**src/design/assert_macros.svh**
```systemverilog
// assertion macros used by the top-level design file
`ifndef ASSERT_MACROS_SVH
`define ASSERT_MACROS_SVH

// property that must hold at every clock edge outside reset
`define ASSERT_ALWAYS(lbl, prop, msg) \
    lbl: assert property (@(posedge clk) disable iff (!rst_n) (prop)) else $error(msg);

// trigger in one cycle implies a consequence in the next
`define ASSERT_NEXT(lbl, trig, cons, msg) \
    lbl: assert property (@(posedge clk) disable iff (!rst_n) (trig) |=> (cons)) else $error(msg);

`endif

```
**src/design/trd_pkg.sv**
```systemverilog
// types and constants of the tuple record decoder
package trd_pkg;

    localparam int MAX_COLUMNS_DEF = 16;
    localparam int QUEUE_DEPTH     = 4;

    // configuration register indexes
    localparam logic [2:0] REG_NUM_COLUMNS  = 3'd0;
    localparam logic [2:0] REG_COLUMN_TYPES = 3'd1;
    localparam logic [2:0] REG_TAG_INTEGER  = 3'd2;
    localparam logic [2:0] REG_TAG_TEXT     = 3'd3;
    localparam logic [2:0] REG_TAG_BOOLEAN  = 3'd4;

    // column type codes
    localparam logic [1:0] TYPE_INTEGER = 2'd0;
    localparam logic [1:0] TYPE_TEXT    = 2'd1;
    localparam logic [1:0] TYPE_BOOLEAN = 2'd2;

    // result kinds
    localparam logic [2:0] KIND_INTEGER = 3'd0;
    localparam logic [2:0] KIND_LENGTH  = 3'd1;
    localparam logic [2:0] KIND_CHAR    = 3'd2;
    localparam logic [2:0] KIND_BOOLEAN = 3'd3;
    localparam logic [2:0] KIND_STATUS  = 3'd4;

    // record status codes
    localparam logic [2:0] ST_OK       = 3'd0;
    localparam logic [2:0] ST_MISMATCH = 3'd1;
    localparam logic [2:0] ST_BADBOOL  = 3'd2;
    localparam logic [2:0] ST_TRUNC    = 3'd3;
    localparam logic [2:0] ST_TRAILING = 3'd4;

    typedef struct packed {
        logic [4:0]  num_columns;
        logic [31:0] column_types;
        logic [7:0]  tag_integer;
        logic [7:0]  tag_text;
        logic [7:0]  tag_boolean;
    } cfg_t;

    typedef struct packed {
        logic [2:0]  kind;
        logic [3:0]  column;
        logic [31:0] payload;
        logic [2:0]  status;
        logic        last;
    } result_t;

    // up to two results produced by one item, in order
    typedef struct packed {
        logic [1:0] count;
        result_t    first;
        result_t    second;
    } push_t;

endpackage

```
**src/design/tuple_record_decoder.sv**
```systemverilog
// top level of the tuple record decoder
//
// Input channel (in_valid / in_stall) carries one byte item of a serialized
// row: data_byte, has_byte (byte present) and record_end (item closes row).
// Output channel (out_valid / out_stall) carries one result per item moved:
// decoded integers, text lengths, text characters, booleans, and one status
// result with last set at each record end.
// Config channel (cfg_valid / cfg_ready / cfg_index / cfg_data) writes the
// schema and tag codes; ready is always high, write only while idle.
// An accepted item is parsed in its cycle of acceptance and its results sit
// in a four-entry result queue from the next cycle on. One item per cycle
// is taken while the queue has room for two results; an item with a value
// and a record end adds two results, which drain at one per cycle while
// the receiver does not stall.
// Reset clears the parse state and queue and loads default tags 0, 1, 2.
// When the receiver stalls the head result holds and in_stall rises once
// the queue has fewer than two free entries.
module tuple_record_decoder #(
    parameter int MAX_COLUMNS = trd_pkg::MAX_COLUMNS_DEF
) (
    input  logic        clk,
    input  logic        rst_n,
    input  logic        in_valid,
    output logic        in_stall,
    input  logic [7:0]  data_byte,
    input  logic        has_byte,
    input  logic        record_end,
    output logic        out_valid,
    input  logic        out_stall,
    output logic [2:0]  kind,
    output logic [3:0]  column,
    output logic [31:0] payload,
    output logic [2:0]  status,
    output logic        last,
    input  logic        cfg_valid,
    output logic        cfg_ready,
    input  logic [2:0]  cfg_index,
    input  logic [31:0] cfg_data
);
    import trd_pkg::*;

    `include "assert_macros.svh"

    cfg_t    cfg_reg;
    push_t   push;
    result_t head;
    logic    take;
    logic    full;

    assign cfg_ready = 1'b1;
    assign in_stall  = full;
    assign take      = in_valid && !in_stall;

    always_ff @(posedge clk or negedge rst_n)
    begin
        if (!rst_n)
        begin
            cfg_reg.num_columns  <= '0;
            cfg_reg.column_types <= '0;
            cfg_reg.tag_integer  <= 8'd0;
            cfg_reg.tag_text     <= 8'd1;
            cfg_reg.tag_boolean  <= 8'd2;
        end
        else if (cfg_valid && cfg_ready)
        begin
            case (cfg_index)
                REG_NUM_COLUMNS:  cfg_reg.num_columns  <= cfg_data[4:0];
                REG_COLUMN_TYPES: cfg_reg.column_types <= cfg_data;
                REG_TAG_INTEGER:  cfg_reg.tag_integer  <= cfg_data[7:0];
                REG_TAG_TEXT:     cfg_reg.tag_text     <= cfg_data[7:0];
                REG_TAG_BOOLEAN:  cfg_reg.tag_boolean  <= cfg_data[7:0];
                default:          ;
            endcase
        end
    end

    trd_parser #(
        .MAX_COLUMNS(MAX_COLUMNS)
    ) u_parser (
        .clk        (clk),
        .rst_n      (rst_n),
        .cfg        (cfg_reg),
        .take       (take),
        .data_byte  (data_byte),
        .has_byte   (has_byte),
        .record_end (record_end),
        .push       (push)
    );

    trd_queue u_queue (
        .clk       (clk),
        .rst_n     (rst_n),
        .take      (take),
        .push      (push),
        .full      (full),
        .out_valid (out_valid),
        .out_stall (out_stall),
        .head      (head)
    );

    assign kind    = head.kind;
    assign column  = head.column;
    assign payload = head.payload;
    assign status  = head.status;
    assign last    = head.last;

    `ASSERT_NEXT(a_end_gives_result, take && record_end, out_valid, "record end left no result")
    `ASSERT_ALWAYS(a_status_shape, !(out_valid && last) || (kind == KIND_STATUS && payload == '0 && column == '0), "malformed status result")
    `ASSERT_ALWAYS(a_value_shape, !(out_valid && !last) || (kind != KIND_STATUS && status == ST_OK), "malformed value result")

endmodule

```
**src/design/trd_parser.sv**
```systemverilog
// byte parser: schema check, value assembly and record status
module trd_parser #(
    parameter int MAX_COLUMNS = trd_pkg::MAX_COLUMNS_DEF
) (
    input  logic          clk,
    input  logic          rst_n,
    input  trd_pkg::cfg_t cfg,
    input  logic          take,
    input  logic [7:0]    data_byte,
    input  logic          has_byte,
    input  logic          record_end,
    output trd_pkg::push_t push
);
    import trd_pkg::*;

    typedef enum logic [5:0] {
        PH_TAG   = 6'b000001,
        PH_INT   = 6'b000010,
        PH_LEN   = 6'b000100,
        PH_CHARS = 6'b001000,
        PH_BOOL  = 6'b010000,
        PH_ERROR = 6'b100000
    } phase_t;

    localparam logic [4:0] MAX_COLS = 5'(MAX_COLUMNS);

    phase_t      phase_reg, phase_next;
    logic [4:0]  col_reg, col_next;
    logic [1:0]  pos_reg, pos_next;
    logic [31:0] asm_reg, asm_next;
    logic [31:0] chars_reg, chars_next;
    logic [2:0]  err_reg, err_next;

    logic [4:0]  active;
    logic [1:0]  ctype;
    logic [31:0] asm_new;
    logic        val_emit;
    result_t     val_res;
    result_t     stat_res;

    assign active = (cfg.num_columns > MAX_COLS) ? MAX_COLS : cfg.num_columns;
    assign ctype  = cfg.column_types[{col_reg[3:0], 1'b0} +: 2];

    always_comb
    begin
        case (pos_reg)
            2'd0:    asm_new = asm_reg | {24'd0, data_byte};
            2'd1:    asm_new = asm_reg | {16'd0, data_byte, 8'd0};
            2'd2:    asm_new = asm_reg | {8'd0, data_byte, 16'd0};
            default: asm_new = asm_reg | {data_byte, 24'd0};
        endcase
    end

    always_comb
    begin
        phase_next = phase_reg;
        col_next   = col_reg;
        pos_next   = pos_reg;
        asm_next   = asm_reg;
        chars_next = chars_reg;
        err_next   = err_reg;
        val_emit   = 1'b0;
        val_res    = '0;
        stat_res   = '0;
        val_res.column = col_reg[3:0];

        if (has_byte)
        begin
            case (phase_reg)
                PH_TAG:
                begin
                    if (col_reg >= active)
                    begin
                        err_next   = ST_TRAILING;
                        phase_next = PH_ERROR;
                    end
                    else if ((ctype == TYPE_INTEGER && data_byte == cfg.tag_integer) ||
                             (ctype == TYPE_TEXT    && data_byte == cfg.tag_text)    ||
                             (ctype == TYPE_BOOLEAN && data_byte == cfg.tag_boolean))
                    begin
                        case (ctype)
                            TYPE_INTEGER: phase_next = PH_INT;
                            TYPE_TEXT:    phase_next = PH_LEN;
                            default:      phase_next = PH_BOOL;
                        endcase
                        pos_next = 2'd0;
                        asm_next = '0;
                    end
                    else
                    begin
                        err_next   = ST_MISMATCH;
                        phase_next = PH_ERROR;
                    end
                end
                PH_INT, PH_LEN:
                begin
                    asm_next = asm_new;
                    if (pos_reg != 2'd3)
                    begin
                        pos_next = pos_reg + 2'd1;
                    end
                    else
                    begin
                        val_emit        = 1'b1;
                        val_res.payload = asm_new;
                        pos_next        = 2'd0;
                        if (phase_reg == PH_INT || asm_new == '0)
                        begin
                            // value done or empty text: on to the next column
                            col_next   = col_reg + 5'd1;
                            phase_next = PH_TAG;
                            asm_next   = '0;
                        end
                        else
                        begin
                            phase_next = PH_CHARS;
                        end
                        val_res.kind = (phase_reg == PH_INT) ? KIND_INTEGER : KIND_LENGTH;
                        if (phase_reg == PH_LEN)
                        begin
                            chars_next = asm_new;
                        end
                    end
                end
                PH_CHARS:
                begin
                    val_emit        = 1'b1;
                    val_res.kind    = KIND_CHAR;
                    val_res.payload = {24'd0, data_byte};
                    chars_next      = chars_reg - 32'd1;
                    if (chars_reg == 32'd1)
                    begin
                        col_next   = col_reg + 5'd1;
                        phase_next = PH_TAG;
                        pos_next   = 2'd0;
                        asm_next   = '0;
                    end
                end
                PH_BOOL:
                begin
                    if (data_byte > 8'd1)
                    begin
                        err_next   = ST_BADBOOL;
                        phase_next = PH_ERROR;
                    end
                    else
                    begin
                        val_emit        = 1'b1;
                        val_res.kind    = KIND_BOOLEAN;
                        val_res.payload = {24'd0, data_byte};
                        col_next        = col_reg + 5'd1;
                        phase_next      = PH_TAG;
                        pos_next        = 2'd0;
                        asm_next        = '0;
                    end
                end
                default:
                begin
                    // error seen: bytes dropped until record end
                end
            endcase
        end

        stat_res.kind = KIND_STATUS;
        stat_res.last = 1'b1;
        if (err_next == ST_OK && (phase_next != PH_TAG || col_next < active))
        begin
            stat_res.status = ST_TRUNC;
        end
        else
        begin
            stat_res.status = err_next;
        end

        if (record_end)
        begin
            phase_next = PH_TAG;
            col_next   = '0;
            pos_next   = '0;
            asm_next   = '0;
            chars_next = '0;
            err_next   = ST_OK;
        end
    end

    always_comb
    begin
        push.count  = 2'(val_emit) + 2'(record_end);
        push.first  = val_emit ? val_res : stat_res;
        push.second = stat_res;
    end

    always_ff @(posedge clk or negedge rst_n)
    begin
        if (!rst_n)
        begin
            phase_reg <= PH_TAG;
            col_reg   <= '0;
            pos_reg   <= '0;
            asm_reg   <= '0;
            chars_reg <= '0;
            err_reg   <= ST_OK;
        end
        else if (take)
        begin
            phase_reg <= phase_next;
            col_reg   <= col_next;
            pos_reg   <= pos_next;
            asm_reg   <= asm_next;
            chars_reg <= chars_next;
            err_reg   <= err_next;
        end
    end

endmodule

```
**src/design/trd_queue.sv**
```systemverilog
// result queue: takes up to two results a cycle, hands out one while the receiver does not stall
module trd_queue (
    input  logic            clk,
    input  logic            rst_n,
    input  logic            take,
    input  trd_pkg::push_t  push,
    output logic            full,
    output logic            out_valid,
    input  logic            out_stall,
    output trd_pkg::result_t head
);
    import trd_pkg::*;

    localparam int PW = $clog2(QUEUE_DEPTH);

    result_t        entry_reg [QUEUE_DEPTH];
    logic [PW-1:0]  wr_reg, wr_next;
    logic [PW-1:0]  rd_reg, rd_next;
    logic [PW:0]    cnt_reg, cnt_next;
    logic [1:0]     n_push;
    logic           pop;

    assign n_push    = take ? push.count : 2'd0;
    assign out_valid = (cnt_reg != '0);
    assign pop       = out_valid && !out_stall;
    assign head      = entry_reg[rd_reg];
    // room for two more results, whatever the consumer does
    assign full      = (cnt_reg > (PW+1)'(QUEUE_DEPTH - 2));

    assign wr_next  = wr_reg + PW'(n_push);
    assign rd_next  = rd_reg + PW'(pop);
    assign cnt_next = cnt_reg + (PW+1)'(n_push) - (PW+1)'(pop);

    always_ff @(posedge clk)
    begin
        if (n_push != 2'd0)
        begin
            entry_reg[wr_reg] <= push.first;
        end
        if (n_push == 2'd2)
        begin
            entry_reg[wr_reg + PW'(1)] <= push.second;
        end
    end

    always_ff @(posedge clk or negedge rst_n)
    begin
        if (!rst_n)
        begin
            wr_reg  <= '0;
            rd_reg  <= '0;
            cnt_reg <= '0;
        end
        else
        begin
            wr_reg  <= wr_next;
            rd_reg  <= rd_next;
            cnt_reg <= cnt_next;
        end
    end

endmodule

```
**config.mk**
```make
export PLATFORM = sky130hd
export DESIGN_NAME = tuple_record_decoder
export DESIGN_NICKNAME = d
export VERILOG_FILES = /design/src/design/trd_pkg.sv /design/src/design/tuple_record_decoder.sv /design/src/design/trd_parser.sv /design/src/design/trd_queue.sv
export VERILOG_INCLUDE_DIRS = /design/src /design/src/design
export SDC_FILE = /design/constraint.sdc
export NUM_CORES = 1
export LEC_CHECK = 0
export BUFFER_PORTS_ARGS = -buffer_cell sky130_fd_sc_hd__buf_4
export CORE_MARGIN = 1.5
export CORE_UTILIZATION = 61
export CTS_CLUSTER_DIAMETER = 40
export DETAILED_ROUTE_END_ITERATION = 8
export PLACE_DENSITY = 0.86
export SYNTH_ARGS = -nofsm -noshare
export SYNTH_HDL_FRONTEND = slang
export SYNTH_SLANG_ARGS = --single-unit
```
**constraint.sdc**
```tcl
create_clock -name clk -period 5.5 [get_ports clk]
set_input_delay 1.1 -clock clk [delete_from_list [all_inputs] [get_ports clk]]
set_output_delay 1.1 -clock clk [all_outputs]
set_load 0.1 [all_outputs]
```
==> metrics.json, run 1 <==
{
  "place.detailed.hpwl_um": 30080,
  "fmax_mhz": 192.4,
  "timing_worst_slew_pin_value_ps": 1177,
  "synth_xor_xnor_area_share": 0.01965,
  "post-cts-setup-buffer-count": 0,
  "cp_top_family": "simple AND/OR/NAND/NOR gates",
  "async_flop_share": 0.4684,
  "cell_with_the_most_instances_after_synthesis": "sky130_fd_sc_hd__nand2_1",
  "post_placement_worst_setup_slack_ps": 191.8,
  "synth_enable_flop_cells": 12,
  "synthAdderAreaFrac": 0.02053,
  "setup_ws_ps": 301.3,
  "yosys_warning_total": 0,
  "number_of_pins_with_negative_max_slew_slack_in_the_final_report": 0,
  "arrival_ps": 5470,
  "vdd_drop_max_v": 0.0005794,
  "hold_path_depth": 2,
  "ys_ff_latch": 316,
  "drc": 0,
  "hp-class": "flip-flop to flip-flop",
  "first_global_vias": 13080,
  "reg2reg_setup_slack_ps": 300,
  "r2r.worst_path.cells": 18,
  "fraction_of_layout_instances_using_a_drive_strength_above_1": 0.1966,
  "yosys.area_share.simple": 0.1574,
  "cts_root_buf": "sky130_fd_sc_hd__clkbuf_16",
  "crit_path_max_incr_delay_ps": 610,
  "max-clock-path-buffers": 3,
  "syn-mean-instance-area_sq_um": 9.600,
  "cp_max_fo": 34,
  "fin_crit_ps": 5199,
  "pin_count_of_the_biggest_net_entering_global_routing": 109,
  "setup.worst_path.start_class": "flip-flop",
  "cts_tree": "built",
  "post_synth_num_cell_types": 83,
  "hold-path-endpoint": "u_queue.entry_reg[2][0]",
  "synth_top_cells_by_count": "253 x sky130_fd_sc_hd__nand2_1, 206 x sky130_fd_sc_hd__o21ai_0, 156 x sky130_fd_sc_hd__dfxtp_1",
  "post_synthesis_cells": 1625,
  "post_synth_mux_area_share": 0.1176,
  "timing.clock.skew_ps": 18.11,
  "r2r-end": "u_queue.entry_reg[0][1]",
  "io_buffers": 94,
  "worstPathCellList": "inv_1, ha_1, buf_4, o31ai_1, nand3_1, or4_1, nor4_4, a21o_2, a21o_4, and2_1, mux2_2, ha_1, nand4_1, or3_1, o221ai_1, o21ai_1, a31oi_2, nor2_1",
  "cts.hold.buffers_added": 0,
  "vias": 13460,
  "area_fraction_in_compound_gates_after_synthesis": 0.1830,
  "yosys-top-cells-area": "sky130_fd_sc_hd__dfrtp_1 23%, sky130_fd_sc_hd__dfxtp_1 20%, sky130_fd_sc_hd__mux4_2 7.4%",
  "initial_antenna_violation_count": 1,
  "ant_nets": 0,
  "design.core.area_sq_um": 25110,
  "initial_core_util": 0.6213,
  "wl_per_cell_um": 21.90,
  "worst_case_headroom_to_the_max_slew_limit": 0.2151,
  "report.power.total_uw": 6692,
  "drt_iter0_drc": 1604,
  "synth_top_flop_cell": "sky130_fd_sc_hd__dfxtp_1",
  "hold_path.startpoint": "u_queue.entry_reg[2][0]",
  "die_area_sq_um": 26540,
  "gpl.final_weighted_congestion": 0.9345,
  "period_share": 0.9452,
  "maxCapViolations": 0,
  "post-synth-top-area-fraction": 0.2326,
  "rows": 58,
  "vias_per_cell": 6.571,
  "timing.critical_path.mode_cell": "sky130_fd_sc_hd__ha_1",
  "critical_path.slowest_cell": "sky130_fd_sc_hd__or4_1",
  "global_route.overflow_total": 0,
  "grt_setup_unrepaired": "no",
  "flip_flop_count_of_the_largest_register_all_copies_and_words_added": 168,
  "critical_path.reg2reg.startpoint": "u_parser.pos_reg[0]",
  "timing.critical_path.buf_inv": 2,
  "area_delta_synth_final_pct": 14.74,
  "total_leakage_power_uw": 0.007252,
  "synth.net_count": 1700,
  "power_density_nw_per_um2": 373.8,
  "setup_viol_count_final": 0,
  "die_width_um": 162.9,
  "synth_top_family_by_area": "compound AO/OA/AOI/OAI gates",
  "hold_viol_final": 0,
  "path_clk_slew_ps": 60,
  "synth_sequential_area_ratio": 0.4609,
  "multi_input_area_sq_um": 7805,
  "chipHeight_um": 162.9,
  "firstDrtPassIters": 6,
  "global_route_wire_length_before_repair_um": 71510,
  "required_ps": 5770,
  "cts-buffers-inserted": 40,
  "fin_tns_setup_ps": 0,
  "h-tree-depth": 2,
  "sinks_on_the_clock_net": 316,
  "io_pins": 96,
  "synth.cell_area_sq_um": 15600,
  "worst_skew_pair.late_latency_ps": 530,
  "storage_cell_area_sq_um": 7193,
  "synthDominantAreaCellType": "sky130_fd_sc_hd__dfrtp_1",
  "nNetsFinal": 1765,
  "run_status": "completed",
  "antennaDiodeCount": 0,
  "timing.setup.critical_path_class": "flip-flop to flip-flop",
  "finalWirelength_um": 44880,
  "critical_path.endpoint_type": "flip-flop",
  "grt.total_usage": 0.3443,
  "n_fill_cell": 1828
}
[cell families after synthesis]
group | after synthesis
AND/OR/NAND/NOR | 530
AO/OA/AOI/OAI | 448
flip-flops | 316
buffers and inverters | 158
multiplexers | 112
XOR/XNOR | 35
adder cells (fa/ha/maj) | 25
other | 1
[layer usage]
metal  up-vias  share of wire  GRT usage  routed length, um
met3       135          0.086    0.06086               3861
met1      6580           0.41     0.4735              18330
met4         2          0.036     0.1305               1632
li1       6045              -          -                  -
met5         -        0.00027          0                 12
met2       701           0.47     0.5460              21040
[cells in the final DEF, fill, tap and decap left out, types with 5 or more instances in the layout]
| cell | netlist | final |
|---|---|---|
| sky130_fd_sc_hd__o21ai_0 | 206 | 205 |
| sky130_fd_sc_hd__a31oi_1 | 11 | 9 |
| sky130_fd_sc_hd__nand2b_1 | 7 | 7 |
| sky130_fd_sc_hd__nor2b_1 | 7 | 7 |
| sky130_fd_sc_hd__nand3b_1 | 21 | 21 |
| sky130_fd_sc_hd__inv_1 | 42 | 42 |
| sky130_fd_sc_hd__edfxtp_1 | 12 | 12 |
| sky130_fd_sc_hd__o31ai_1 | 36 | 36 |
| sky130_fd_sc_hd__xnor2_1 | 15 | 15 |
| sky130_fd_sc_hd__o22a_1 | 6 | 6 |
| sky130_fd_sc_hd__nor3_1 | 26 | 25 |
| sky130_fd_sc_hd__clkbuf_16 | 0 | 42 |
| sky130_fd_sc_hd__or3_1 | 8 | 8 |
| sky130_fd_sc_hd__or4_1 | 5 | 5 |
| sky130_fd_sc_hd__clkbuf_1 | 93 | 8 |
| sky130_fd_sc_hd__mux4_2 | 51 | 51 |
| sky130_fd_sc_hd__nor2_1 | 100 | 99 |
| sky130_fd_sc_hd__nand3_1 | 34 | 34 |
| sky130_fd_sc_hd__o22ai_1 | 7 | 7 |
| sky130_fd_sc_hd__a22oi_1 | 12 | 12 |
| sky130_fd_sc_hd__dfrtp_1 | 145 | 143 |
| sky130_fd_sc_hd__xor2_1 | 20 | 20 |
| sky130_fd_sc_hd__clkinv_2 | 0 | 5 |
| sky130_fd_sc_hd__and2_1 | 10 | 11 |
| sky130_fd_sc_hd__a21oi_1 | 53 | 53 |
| sky130_fd_sc_hd__nor4_1 | 19 | 19 |
| sky130_fd_sc_hd__dfxtp_1 | 156 | 156 |
| sky130_fd_sc_hd__mux2_2 | 60 | 60 |
| sky130_fd_sc_hd__and3_1 | 10 | 10 |
| sky130_fd_sc_hd__nand4_1 | 8 | 8 |
| sky130_fd_sc_hd__nand2_1 | 253 | 253 |
| sky130_fd_sc_hd__a22o_1 | 62 | 62 |
| sky130_fd_sc_hd__ha_1 | 24 | 24 |
| sky130_fd_sc_hd__buf_4 | 6 | 138 |
| sky130_fd_sc_hd__o32ai_1 | 5 | 5 |
[area by class of cell]
class | instances | share of cell area
Multi-Input combinational cell | 1151 | 0.4360
Sequential cell | 316 | 0.4019
Clock buffer | 53 | 0.06270
Timing Repair Buffer | 139 | 0.05851
Tap cell | 330 | 0.02307
Clock inverter | 18 | 0.009017
Inverter | 42 | 0.008807
[timing repair]
item,4_1_cts,5_1_grt
gates resized for setup,0,4
setup endpoints to repair,0,8
hold endpoints to repair,0,0
[worst register-to-register path: cells and delay by family (launching register included)]
| kind | cells | cell delay, ps |
|---|---|---|
| adder cells (fa/ha/maj) | 2 | 540 |
| flip-flops | 1 | 420 |
| AO/OA/AOI/OAI | 6 | 1270 |
| multiplexers | 1 | 370 |
| AND/OR/NAND/NOR | 7 | 1960 |
| buffers and inverters | 2 | 380 |
[worst max-delay path by stage]
| stage | depth (start not counted) | slack (ps) | to | start |
|---|---|---|---|---|
| 2_1_floorplan | 17 | 580 | u_queue.entry_reg[0][1] | data_byte[3] |
| 6_report | 18 | 300 | u_queue.entry_reg[0][1] | u_parser.pos_reg[0] |
| 4_1_cts | 18 | 250 | u_queue.entry_reg[0][1] | u_parser.pos_reg[0] |
| 5_1_grt | 18 | 0.09 | u_queue.entry_reg[0][1] | u_parser.pos_reg[0] |
| 3_5_place_dp | 16 | 190 | u_queue.entry_reg[0][1] | data_byte[1] |
| 3_3_place_gp | 16 | 290 | u_queue.entry_reg[0][1] | data_byte[1] |
[stage by stage]
stage | area [sq um] | std cells | hold WS (ps) | utilization
final | 17900 | 2049 | 442.8 | 0.7129
after global routing | 17900 | 2049 | 467.7 | 0.7129
after floorplan | 15600 | 1625 | 418.4 | -
after CTS | 17880 | 2049 | 443.3 | 0.7121
after detailed placement | 16600 | 1978 | 435.6 | 0.6610
after global placement | 16600 | 1978 | 427.5 | 0.6610
[power breakdown]
part           switching, uW  internal (uW)  leakage, uW
combinational            871            526      0.00333
sequential               272           2490      0.00329
clock                   1030           1500     0.000633
No activity file was read; power rests on OpenSTA's default activity.
==> run 2: changes to the inputs <==
--- a/config.mk
+++ b/config.mk
@@ -6,12 +6,12 @@
 export SDC_FILE = /design/constraint.sdc
 export NUM_CORES = 1
 export LEC_CHECK = 0
-export BUFFER_PORTS_ARGS = -buffer_cell sky130_fd_sc_hd__buf_4
+export BUFFER_PORTS_ARGS = -buffer_cell sky130_fd_sc_hd__buf_2
 export CORE_MARGIN = 1.5
-export CORE_UTILIZATION = 61
+export CORE_UTILIZATION = 60
 export CTS_CLUSTER_DIAMETER = 40
 export DETAILED_ROUTE_END_ITERATION = 8
-export PLACE_DENSITY = 0.86
+export PLACE_DENSITY = 0.85
 export SYNTH_ARGS = -nofsm -noshare
 export SYNTH_HDL_FRONTEND = slang
 export SYNTH_SLANG_ARGS = --single-unit
==> run 2 against run 1 <==
Flip-flop and latch count unchanged. Combinational power about the same. First-iteration DRC count increased by 6.9%. Worst hold slack improved by 4.7 ps. Core utilization decreased by 0.82 points. Largest power group unchanged.
==> metrics.json, run 2 (synthesis results as in run 1) <==
{
  "global_route.usage.met3": {"value": 0.05909, "change": "-0.001770"},
  "chipHeight": {"value": 164.2, "unit": "um", "change": "+0.82%"},
  "io_buffers": {"value": 94, "change": "unchanged"},
  "sinks_on_the_clock_net": {"value": 316, "change": "unchanged"},
  "pin_count_of_the_biggest_net_entering_global_routing": {"value": 109, "change": "unchanged"},
  "cts_repair_resize_count": {"value": 0, "change": "unchanged"},
  "global_route_wire_length_before_repair": {"value": 73080, "unit": "um", "change": "+2.2%"},
  "firstDrtPassIters": {"value": 6, "change": "unchanged"},
  "h-tree-depth": {"value": 2, "change": "unchanged"},
  "run_status": "completed",
  "cts_tree": "built",
  "initial_antenna_violation_count": {"value": 0, "change": "-1"},
  "power.net_switching": {"value": 2218, "unit": "uW", "change": "+2.1%"},
  "ant_nets": {"value": 0, "change": "unchanged"},
  "io_pins": {"value": 96, "change": "unchanged"},
  "required": {"value": 5790, "unit": "ps", "change": "+20 ps"},
  "arrival": {"value": 5460, "unit": "ps", "change": "about the same"},
  "first_global_vias": {"value": 13320, "change": "+1.8%"},
  "cts-buffers-inserted": {"value": 40, "change": "unchanged"},
  "fraction_of_layout_instances_using_a_drive_strength_above_1": {"value": 0.2037, "change": "+0.007067"},
  "vias_per_cell": {"value": 6.653, "change": "+1.3%"},
  "grt.total_usage": {"value": 0.3486, "change": "+0.004352"},
  "max-clock-path-buffers": {"value": 3, "change": "unchanged"},
  "total_leakage_power": {"value": 0.007311, "unit": "uW", "change": "+0.80%"},
  "drc": {"value": 0, "change": "unchanged"},
  "fmax": {"value": 193.5, "unit": "MHz", "change": "+0.60%"},
  "timing.clock.skew": {"value": 32.54, "unit": "ps", "change": "+14.42 ps"},
  "finalWirelength": {"value": 46140, "unit": "um", "change": "+2.8%"},
  "n_fill_cell": {"value": 1805, "change": "-1.3%"},
  "area_delta_synth_final_pct": 14.40,
  "hp-class": "flip-flop to flip-flop",
  "power.share.switching": {"value": 0.3251, "change": "+0.0006036"},
  "layout_commonest_cell": "sky130_fd_sc_hd__nand2_1",
  "cp_max_fo": {"value": 36, "change": "+5.9%"},
  "critical_path.endpoint_type": "flip-flop",
  "cts_root_buf": "sky130_fd_sc_hd__clkbuf_16",
  "fin_crit": {"value": 5168, "unit": "ps", "change": "-30.93 ps"},
  "maxCapViolations": {"value": 0, "change": "unchanged"},
  "place.detailed.hpwl": {"value": 30500, "unit": "um", "change": "+1.4%"},
  "path_clk_slew": {"value": 60, "unit": "ps", "change": "about the same"},
  "nNetsFinal": {"value": 1777, "change": "+0.68%"},
  "wl_per_cell": {"value": 22.37, "unit": "um", "change": "+2.1%"},
  "initial_core_util": {"value": 0.6159, "change": "-0.005341"},
  "timing_worst_slew_pin_value": {"value": 1150, "unit": "ps", "change": "-27.07 ps"},
  "post_placement_worst_setup_slack": {"value": 201.6, "unit": "ps", "change": "+9.862 ps"},
  "grt-busiest-layer": "met2",
  "rows": {"value": 58, "change": "unchanged"},
  "hold_viol_final": {"value": 0, "change": "unchanged"},
  "post-cts-setup-buffer-count": {"value": 0, "change": "unchanged"},
  "seqPwrFrac": {"value": 0.403, "change": "-0.010"},
  "setup_viol_count_final": {"value": 0, "change": "unchanged"},
  "fin_tns_setup": {"value": 0, "unit": "ps", "change": "unchanged"},
  "setup.worst_path.start_class": "flip-flop",
  "power.share.clock": {"value": 0.391, "change": "+0.013"},
  "global_route.overflow_total": {"value": 0, "change": "unchanged"},
  "worst_case_headroom_to_the_max_slew_limit": {"value": 0.2273, "change": "+0.01214"},
  "most-common-layout-cells": "253 x sky130_fd_sc_hd__nand2_1, 205 x sky130_fd_sc_hd__o21ai_0, 156 x sky130_fd_sc_hd__dfxtp_1",
  "vias": {"value": 13730, "change": "+2.0%"},
  "gpl.final_weighted_congestion": {"value": 0.9606, "change": "+2.8%"},
  "vdd_drop_max": {"value": 0.0005663, "unit": "V", "change": "-2.3%"},
  "setup_ws": {"value": 332.2, "unit": "ps", "change": "+30.93 ps"},
  "groute.layer.met1.usage": {"value": 0.4908, "change": "+0.01734"},
  "antennaDiodeCount": {"value": 0, "change": "unchanged"},
  "timing.setup.critical_path_class": "flip-flop to flip-flop",
  "worst_skew_pair.late_latency": {"value": 540, "unit": "ps", "change": "about the same"},
  "die_area": {"value": 26980, "unit": "sq um", "change": "+1.6%"},
  "grt_setup_unrepaired": "no",
  "flip_flop_count_of_the_largest_register_all_copies_and_words_added": {"value": 168, "change": "unchanged"},
  "power_density": {"value": 382.3, "unit": "nW/um^2", "change": "+2.3%"},
  "period_share": {"value": 0.9396, "change": "-0.005623"},
  "design.core.area": {"value": 25330, "unit": "sq um", "change": "+0.87%"},
  "drt_iter0_drc": {"value": 1714, "change": "+6.9%"},
  "number_of_pins_with_negative_max_slew_slack_in_the_final_report": {"value": 0, "change": "unchanged"},
  "globalRouteMet2Util": {"value": 0.5441, "change": "-0.001923"},
  "power.internal": {"value": 4604, "unit": "uW", "change": "+1.9%"},
  "cts.hold.buffers_added": {"value": 0, "change": "unchanged"},
  "p_comb_frac": {"value": 0.206, "change": "-0.003"},
  "die_width": {"value": 164.2, "unit": "um", "change": "+0.82%"}
}
==> run 2: routing by layer <==
layer	vias up	wire length (um)	share of wire
met3	120	4844	0.10
li1	6064	-	-
met2	865	21220	0.46
met5	-	0	0
met4	0	1382	0.030
met1	6677	18690	0.41
==> run 2: critical path: stages, from the launching register on <==
cell	delay [ps]
sky130_fd_sc_hd__dfrtp_1	420
sky130_fd_sc_hd__inv_1	110
sky130_fd_sc_hd__ha_1	220
sky130_fd_sc_hd__buf_4	260
sky130_fd_sc_hd__o31ai_1	250
sky130_fd_sc_hd__nand3_1	120
sky130_fd_sc_hd__or4_1	600
sky130_fd_sc_hd__nor4_4	380
sky130_fd_sc_hd__a21o_2	230
sky130_fd_sc_hd__a21o_4	150
sky130_fd_sc_hd__and2_0	310
sky130_fd_sc_hd__mux2_2	380
sky130_fd_sc_hd__ha_1	270
sky130_fd_sc_hd__nand4_1	130
sky130_fd_sc_hd__or3_1	330
sky130_fd_sc_hd__o221ai_1	170
sky130_fd_sc_hd__o21ai_1	150
sky130_fd_sc_hd__a31oi_2	330
sky130_fd_sc_hd__nor2_1	100
==> run 2: layout make-up <==
type | instances | area [sq um] | share of cell area
clock buffer | 52 | 1129 | 0.06324
clock inverter | 21 | 239.0 | 0.01339
inverter | 42 | 157.7 | 0.008833
multi-input combinational | 1151 | 7799 | 0.4370
sequential | 316 | 7193 | 0.4030
tap | 330 | 412.9 | 0.02314
timing repair buffer | 151 | 917.1 | 0.05139
==> run 2: per-stage QoR <==
stage / hold WS (ps) / power [uW] / utilization / instance area (sq um) / cells
after floorplan: 418.4 / 3805 / - / 15600 / 1625
after CTS: 449.6 / 6807 / 0.7042 / 17830 / 2063
after global placement: 427.6 / 4113 / 0.6502 / 16470 / 1990
after global routing: 472.6 / 7049 / 0.7047 / 17850 / 2063
final: 447.6 / 6823 / 0.7047 / 17850 / 2063
after detailed placement: 439.4 / 4156 / 0.6502 / 16470 / 1990
==> run 2: worst paths after layout <==
check	end	startpoint	slack [ps]	cells after the start
min	u_queue.entry_reg[2][0]	u_queue.entry_reg[2][0]	450	2
max	u_queue.entry_reg[1][1]	u_parser.pos_reg[0]	330	18
max in group asynchronous	u_parser.pos_reg[1]	rst_n	3590	2
min reg2reg	u_queue.entry_reg[2][0]	u_queue.entry_reg[2][0]	450	2
min in group asynchronous	cfg_reg[36]	rst_n	700	1
max reg2reg	u_queue.entry_reg[1][1]	u_parser.pos_reg[0]	330	18
==> run 2: power by group through the flow <==
stage          registers, uW  logic [uW]  clock network [uW]
2_1_floorplan           2610        1190                   0
3_3_place_gp            2780        1330                   0
3_5_place_dp            2790        1370                   0
4_1_cts                 2740        1380                2680
5_1_grt                 2770        1500                2770
6_report                2750        1400                2670
